===== config.mk =====
export PLATFORM = sky130hd
export DESIGN_NAME = minifloat16_adder_top
export DESIGN_NICKNAME = d
export VERILOG_FILES = /design/src/hdl/mf16_pkg.sv /design/src/hdl/mf16_core.sv /design/src/hdl/minifloat16_adder_top.sv
export SDC_FILE = /design/constraint.sdc
export NUM_CORES = 1
export LEC_CHECK = 0
export ABC_AREA = 1
export BUFFER_PORTS_ARGS = -buffer_cell sky130_fd_sc_hd__buf_2
export CORE_UTILIZATION = 50
export DETAILED_ROUTE_END_ITERATION = 8
export PLACE_DENSITY = 0.79
export SLEW_MARGIN = 20
export SYNTH_ARGS = -nofsm -noshare
export SYNTH_HDL_FRONTEND = slang
export SYNTH_SLANG_ARGS = --single-unit

===== constraint.sdc =====
create_clock -name clk -period 8.2 [get_ports clk]
set_clock_uncertainty 0.1 [all_clocks]
set_input_delay 1.23 -clock clk [delete_from_list [all_inputs] [get_ports clk]]
set_output_delay 1.23 -clock clk [all_outputs]
set_load 0.02 [all_outputs]

===== src/hdl/mf16_pkg.sv =====
// Shared types and constants for the 16-bit minifloat adder.
`default_nettype none
package mf16_pkg;
	localparam int unsigned ExpW  = 6;
	localparam int unsigned FracW = 9;
	localparam int unsigned SigW  = 10;
	localparam logic [ExpW-1:0] ExpTop = 6'h3F;
	localparam logic [ExpW-1:0] MinExpReset = 6'd31;
	localparam logic [FracW-1:0] FracMax = 9'h1FF;
	localparam logic [0:0] RegMinExp = 1'b0;

	typedef struct packed {
		logic             sign;
		logic [ExpW-1:0]  exp;
		logic [FracW-1:0] frac;
	} mf16_t;
endpackage
`default_nettype wire


===== src/hdl/mf16_core.sv =====
// Combinational align, add or subtract, normalize and range check.
`default_nettype none
module mf16_core (
	input  wire logic [15:0] a,
	input  wire logic [15:0] b,
	input  wire logic [5:0]  min_exp,
	output logic      [15:0] sum
);
	mf16_pkg::mf16_t ua, ub;
	logic [5:0]  ea, eb, shift_amt;
	logic [9:0]  ma, mb, m;
	logic [10:0] add;
	logic [10:0] diff;
	logic [7:0]  e;
	logic        sign, zero;
	logic [3:0]  lz;

	always_comb begin
		ua = a;
		ub = b;
		ea = ua.exp;
		eb = ub.exp;
		ma = {1'b1, ua.frac};
		mb = {1'b1, ub.frac};
		if (ea > eb) begin
			shift_amt = ea - eb;
			mb = (shift_amt < 6'd16) ? (mb >> shift_amt[3:0]) : 10'd0;
			e = {2'b00, ea};
		end else begin
			shift_amt = eb - ea;
			ma = (shift_amt < 6'd16) ? (ma >> shift_amt[3:0]) : 10'd0;
			e = {2'b00, eb};
		end
		zero = 1'b0;
		lz = 4'd0;
		add = {1'b0, ma} + {1'b0, mb};
		diff = 11'd0;
		if (ua.sign == ub.sign) begin
			sign = ua.sign;
			if (add[10]) begin
				m = add[10:1];
				e = e + 8'd1;
			end else begin
				m = add[9:0];
			end
		end else begin
			diff = ub.sign ? ({1'b0, ma} - {1'b0, mb}) : ({1'b0, mb} - {1'b0, ma});
			sign = diff[10];
			if (diff[10]) diff = 11'd0 - diff;
			zero = (diff == 11'd0);
			for (int i = 9; i >= 0; i--) begin
				if (diff[i] && lz == 4'd0 && !(|(diff[9:0] >> (i + 1)))) lz = 4'(9 - i);
			end
			m = diff[9:0] << lz;
			e = e - {4'd0, lz};
		end
		if (zero) sum = 16'h0000;
		else if (!e[7] && e > 8'd63) sum = {sign, mf16_pkg::ExpTop, mf16_pkg::FracMax};
		else if (e[7] || e[5:0] < min_exp) sum = {sign, 15'd0};
		else sum = {sign, e[5:0], m[8:0]};
	end
endmodule
`default_nettype wire


===== src/hdl/minifloat16_adder_top.sv =====
// Top level of the 16-bit minifloat adder.
// Usage:
//  - Present operand_a and operand_b with start; accepted when start is high
//    and busy is low. busy is always low, so an item can enter every cycle.
//  - Operands are registered at the input; the core computes the sum and it
//    is registered at the output. sum_value with done passes through the
//    valid registers v_s1 and v_s2 after the accepting edge, for exactly one cycle.
//  - Throughput is one item per cycle, set by the single-pass core between
//    the input register and the result register.
//  - The receiver cannot stall; each result must be taken when done is high.
//  - min_exponent is written over the APB port at byte address 0; other
//    addresses read zero and ignore writes.
//  - Reset clears both valid stages and sets min_exponent to 31.
//  - Results below min_exponent flush to a signed zero; exponent overflow
//    saturates to the largest magnitude with the same sign.
`default_nettype none
module minifloat16_adder_top (
	input  wire logic        clk,
	input  wire logic        arst_n,
	input  wire logic        start,
	output logic             busy,
	input  wire logic [15:0] operand_a,
	input  wire logic [15:0] operand_b,
	output logic             done,
	output logic      [15:0] sum_value,
	input  wire logic        psel,
	input  wire logic        penable,
	input  wire logic        pwrite,
	input  wire logic [2:0]  paddr,
	input  wire logic [31:0] pwdata,
	output logic      [31:0] prdata,
	output logic             pready
);
	logic [15:0] a_s1, b_s1, sum_s2, core_sum;
	logic        v_s1, v_s2;
	logic [5:0]  min_exp_q;
	logic        reg0;

	assign busy   = 1'b0;
	assign pready = 1'b1;
	assign reg0   = (paddr[2] == mf16_pkg::RegMinExp) && (paddr[1:0] == 2'b00);
	assign prdata = reg0 ? {26'd0, min_exp_q} : 32'd0;

	always_ff @(posedge clk or negedge arst_n) begin
		if (!arst_n) begin
			min_exp_q <= mf16_pkg::MinExpReset;
			v_s1 <= 1'b0;
			v_s2 <= 1'b0;
		end else begin
			if (psel && penable && pwrite && reg0) min_exp_q <= pwdata[5:0];
			v_s1 <= start;
			v_s2 <= v_s1;
		end
	end

	always_ff @(posedge clk) begin
		a_s1   <= operand_a;
		b_s1   <= operand_b;
		sum_s2 <= core_sum;
	end

	mf16_core u_core (.a(a_s1), .b(b_s1), .min_exp(min_exp_q), .sum(core_sum));

	assign done      = v_s2;
	assign sum_value = sum_s2;
endmodule
`default_nettype wire


==> metrics.txt <==
# TYPE chip_impl_metric gauge
chip_impl_info{name="outcome",value="complete, no violations"} 1
chip_impl_metric{name="layout.filler_cells",unit=""} 1213
chip_impl_info{name="timing.critical_path.to_type",value="flop"} 1
chip_impl_info{name="critical_path.top_delay_family",value="simple AND/OR/NAND/NOR gates"} 1
chip_impl_metric{name="p_comb_frac",unit=""} 0.684
chip_impl_metric{name="pin_count",unit=""} 124
chip_impl_metric{name="number_of_cts_inserted_buffers",unit=""} 5
chip_impl_info{name="yosysTopAreaCell",value="dfxtp_1"} 1
chip_impl_info{name="cp-start-kind",value="flop"} 1
chip_impl_info{name="critical_path_class",value="flop to flop"} 1
chip_impl_metric{name="yosysUniqueCellTypes",unit=""} 60
chip_impl_metric{name="syn-instance-count",unit=""} 967
chip_impl_metric{name="clock_path_buffers",unit=""} 2
chip_impl_metric{name="finalNetCount",unit=""} 1144
chip_impl_metric{name="initial_core_util",unit=""} 0.511
chip_impl_metric{name="synth_enable_flop_cells",unit=""} 0
chip_impl_metric{name="finalCoreUtilization",unit=""} 0.556
chip_impl_info{name="reg2reg_from",value="a_s1[9]$_DFF_P_"} 1
chip_impl_metric{name="p_clk_frac",unit=""} 0.126
chip_impl_info{name="clk_root_buffer_cell",value="clkbuf_16"} 1
chip_impl_metric{name="wl_per_instance",unit="um"} 11.9
chip_impl_metric{name="coreArea",unit="um^2"} 12000
chip_impl_metric{name="gp_congestion",unit=""} 0.911
chip_impl_info{name="holdCritStartpoint",value="v_s1$_DFF_PN0_"} 1
chip_impl_metric{name="grt_pass1_vias",unit=""} 5458
chip_impl_metric{name="number_of_warnings_issued_by_yosys",unit=""} 0
chip_impl_info{name="r2r_end",value="sum_value[3]$_SDFF_PP0_"} 1
chip_impl_metric{name="post_cts_hold_buffer_count",unit=""} 0
chip_impl_metric{name="yosys_reg_bits",unit=""} 56
chip_impl_metric{name="cts.sinks",unit=""} 56
chip_impl_metric{name="cellInternalPower",unit="mW"} 0.851
chip_impl_metric{name="grt_max_degree",unit=""} 24
chip_impl_info{name="yosys_most_used_dff",value="dfxtp_1"} 1
chip_impl_metric{name="ff2ff_path_depth",unit=""} 45
chip_impl_metric{name="worst_hold_path.num_cells",unit=""} 0
chip_impl_metric{name="postLayoutCellArea",unit="um^2"} 6650
chip_impl_info{name="timing.critical_path.from",value="a_s1[9]$_DFF_P_"} 1
chip_impl_metric{name="worst_path_largest_cell_delay",unit="ps"} 410
chip_impl_info{name="timing.hold.worst_endpoint",value="done$_DFF_PN0_"} 1
chip_impl_metric{name="dr_total_vias",unit=""} 6023
chip_impl_metric{name="ys_async_sr_fraction",unit=""} 0.143
chip_impl_metric{name="grt_use_total",unit=""} 0.228
chip_impl_metric{name="maxSlewViolCount",unit=""} 0
chip_impl_metric{name="cts_max_level",unit=""} 2
chip_impl_metric{name="switching_share",unit=""} 0.521
chip_impl_metric{name="totalWireLength",unit="mm"} 13.9
chip_impl_metric{name="synthesis_to_finish_area_growth",unit="%"} 8.82
chip_impl_metric{name="placement.io_buffers",unit=""} 69
chip_impl_info{name="critPathMostFrequentCell",value="nor2_1"} 1
chip_impl_metric{name="buffers_inverters_on_critical_path",unit=""} 9
chip_impl_metric{name="peak_fanout_along_the_critical_path",unit=""} 17
chip_impl_metric{name="clk-insertion-delay-late",unit="ps"} 310
chip_impl_metric{name="finish.cell_count_without_fillers",unit=""} 1168
chip_impl_metric{name="detail-route-antenna-nets",unit=""} 0
chip_impl_metric{name="slew_headroom",unit=""} 0.540
chip_impl_metric{name="detailedPlacementHpwl",unit="mm"} 11.2
chip_impl_metric{name="seq_area_frac_synth",unit=""} 0.191
chip_impl_metric{name="worst-endpoint-arrival",unit="ps"} 7770
chip_impl_info{name="synthTopCellsByCount",value="nand2_1, inv_1, nor2_1, nand3_1, o21ai_0"} 1
chip_impl_metric{name="report.final.hold_viol_count",unit=""} 0
chip_impl_metric{name="antenna_found_initial",unit=""} 0
chip_impl_metric{name="irDropWorstVdd",unit="mV"} 0.146
chip_impl_metric{name="avgSynthCellArea",unit="um^2"} 6.32
chip_impl_info{name="crit_path_top_delay_cell",value="fa_2"} 1
chip_impl_info{name="cts_tree",value="yes"} 1
chip_impl_metric{name="wire_length_of_the_first_global_routing_pass",unit="mm"} 23.9
chip_impl_metric{name="netlist_area",unit="um^2"} 6110
chip_impl_metric{name="cap_violations",unit=""} 0
chip_impl_metric{name="layout_cells_sized_above_1",unit=""} 0.173
chip_impl_metric{name="power_frac_seq",unit=""} 0.191
chip_impl_metric{name="maxClockFrequency",unit="GHz"} 0.131
chip_impl_metric{name="path_clk_slew",unit="ps"} 80
chip_impl_metric{name="post_placement_cell_count",unit=""} 1157
chip_impl_metric{name="vertical_die_dimension",unit="um"} 113
chip_impl_metric{name="std_cell_rows",unit=""} 40
chip_impl_info{name="worstHoldPathType",value="flop to flop"} 1
chip_impl_metric{name="crit_required",unit="ps"} 8340
chip_impl_metric{name="yosysTopAreaCellShare",unit=""} 0.157
chip_impl_metric{name="timing.final.setup_violations",unit=""} 0
chip_impl_metric{name="fp.dieW",unit="um"} 113
chip_impl_metric{name="ff2ff_setup_slack",unit="ps"} 570
chip_impl_metric{name="vias_per_cell",unit=""} 5.16
chip_impl_metric{name="drt_pre_antenna_iters",unit=""} 5
chip_impl_metric{name="fin_crit",unit="ps"} 7630
chip_impl_metric{name="die-area",unit="um^2"} 12700
chip_impl_metric{name="remaining_drc_errors",unit=""} 0
chip_impl_metric{name="power_dissipated_by_switching_net_loads",unit="mW"} 0.924
chip_impl_metric{name="tightest_slew",unit="ps"} 683
chip_impl_metric{name="total_leakage_power",unit="nW"} 3.56
chip_impl_metric{name="grt_overflow_total",unit=""} 0
chip_impl_metric{name="drtIter0Drc",unit=""} 344
chip_impl_metric{name="power.density",unit="nW/um^2"} 267
chip_impl_metric{name="totalNegativeSetupSlack",unit="ps"} 0
chip_impl_metric{name="antenna_cells_inserted",unit=""} 0
chip_impl_info{name="synth.top_cells.by_area",value="dfxtp_1, nand2_1, ha_1, inv_1, nand3_1"} 1
chip_impl_metric{name="placed_inst_area",unit="um^2"} 6390
chip_impl_metric{name="p_total",unit="mW"} 1.77
chip_impl_metric{name="timing.final.crit_share",unit=""} 0.930
chip_impl_info{name="synthMostInstantiatedCell",value="nand2_1"} 1
## power groups by stage
stage	combinational (mW)	sequential, mW	clock [mW]
3_3_place_gp	1.15	0.345	0
5_1_grt	1.39	0.343	0.240
3_5_place_dp	1.17	0.346	0
2_1_floorplan	0.921	0.381	0
6_report	1.21	0.339	0.223
4_1_cts	1.18	0.340	0.230
## final cells by class
class / instances / area (um^2) / share of cell area
timing repair inverter: 1 / 7.51 / 0.00113
clock inverter: 3 / 23.8 / 0.00357
inverter: 145 / 556 / 0.0835
timing repair buffer: 80 / 444 / 0.0668
clock buffer: 5 / 125 / 0.0188
sequential: 56 / 1170 / 0.175
tap: 147 / 184 / 0.0276
multi-input combinational: 731 / 4150 / 0.623
## cell families (layout without fill, tap and decap cells)
group / after synthesis / after routing / share of synthesized area
adder cells (fa/ha/maj): 51 / 51 / 0.112
other: 2 / 28 / 0.00123
buffers and inverters: 206 / 234 / 0.158
XOR/XNOR: 18 / 18 / 0.0301
AO/OA/AOI/OAI: 162 / 162 / 0.154
multiplexers: 1 / 1 / 0.00164
AND/OR/NAND/NOR: 471 / 471 / 0.352
flip-flops: 56 / 56 / 0.191
## what timing repair did
item / in CTS / in global routing
hold endpoints to repair: 0 / 0
buffers inserted: 0 / 2
setup endpoints to repair: 0 / 15
resized for setup: 0 / 21
## cell usage in the layout (no fill, tap or decap), types with 3 or more instances in the layout
master and n:
xnor2_1 3, xor2_1 13, a211oi_1 3, dfstp_2 5, ha_1 43, conb_1 28, nor3_1 5, nand4_1 16
nand2_4 3, nand3_2 8, dfrtp_1 3, o21ai_0 62, o211ai_1 8, inv_1 128, nor2_4 4, nand3_1 70
inv_2 13, a31oi_1 5, nor2_2 7, nand2_2 20, a21oi_1 46, dfxtp_1 48, fa_1 4, or2_2 4
nand2_1 236, nor2_1 85, o21ai_1 8, buf_4 9, inv_4 4, clkbuf_16 5, o22ai_1 3, buf_2 69
o21bai_1 6
## metrics by stage
step | hold slack (ps) | setup WS, ps
final | 254 | 572
after global routing | 271 | -15.1
after CTS | 257 | 273
after detailed placement | 240 | 287
after global placement | 237 | 397
after floorplan | 231 | 1010
## sequential cells by signal (all words and copies together), names as in the netlist
signal	flops
done	1
sum_value	16
v_s1	1
a_s1	16
b_s1	16
min_exp_q	6
## metal layers
layer,up-vias,GRT usage,wire length (um),part of all wire
met2,178,0.376,6370,0.46
li1,3155,-,-,-
met5,-,0,0,0
met1,2653,0.300,6470,0.46
met3,37,0.0302,628,0.045
met4,0,0.0969,473,0.034
## how the worst max path moves through the flow
stage,cells past startpoint,end
2_1_floorplan,52,sum_value[1]$_SDFF_PP0_
3_3_place_gp,45,sum_value[3]$_SDFF_PP0_
3_5_place_dp,45,sum_value[3]$_SDFF_PP0_
4_1_cts,45,sum_value[3]$_SDFF_PP0_
5_1_grt,51,sum_value[5]$_SDFF_PP0_
6_report,45,sum_value[3]$_SDFF_PP0_
(Power assumes the default switching activity.)
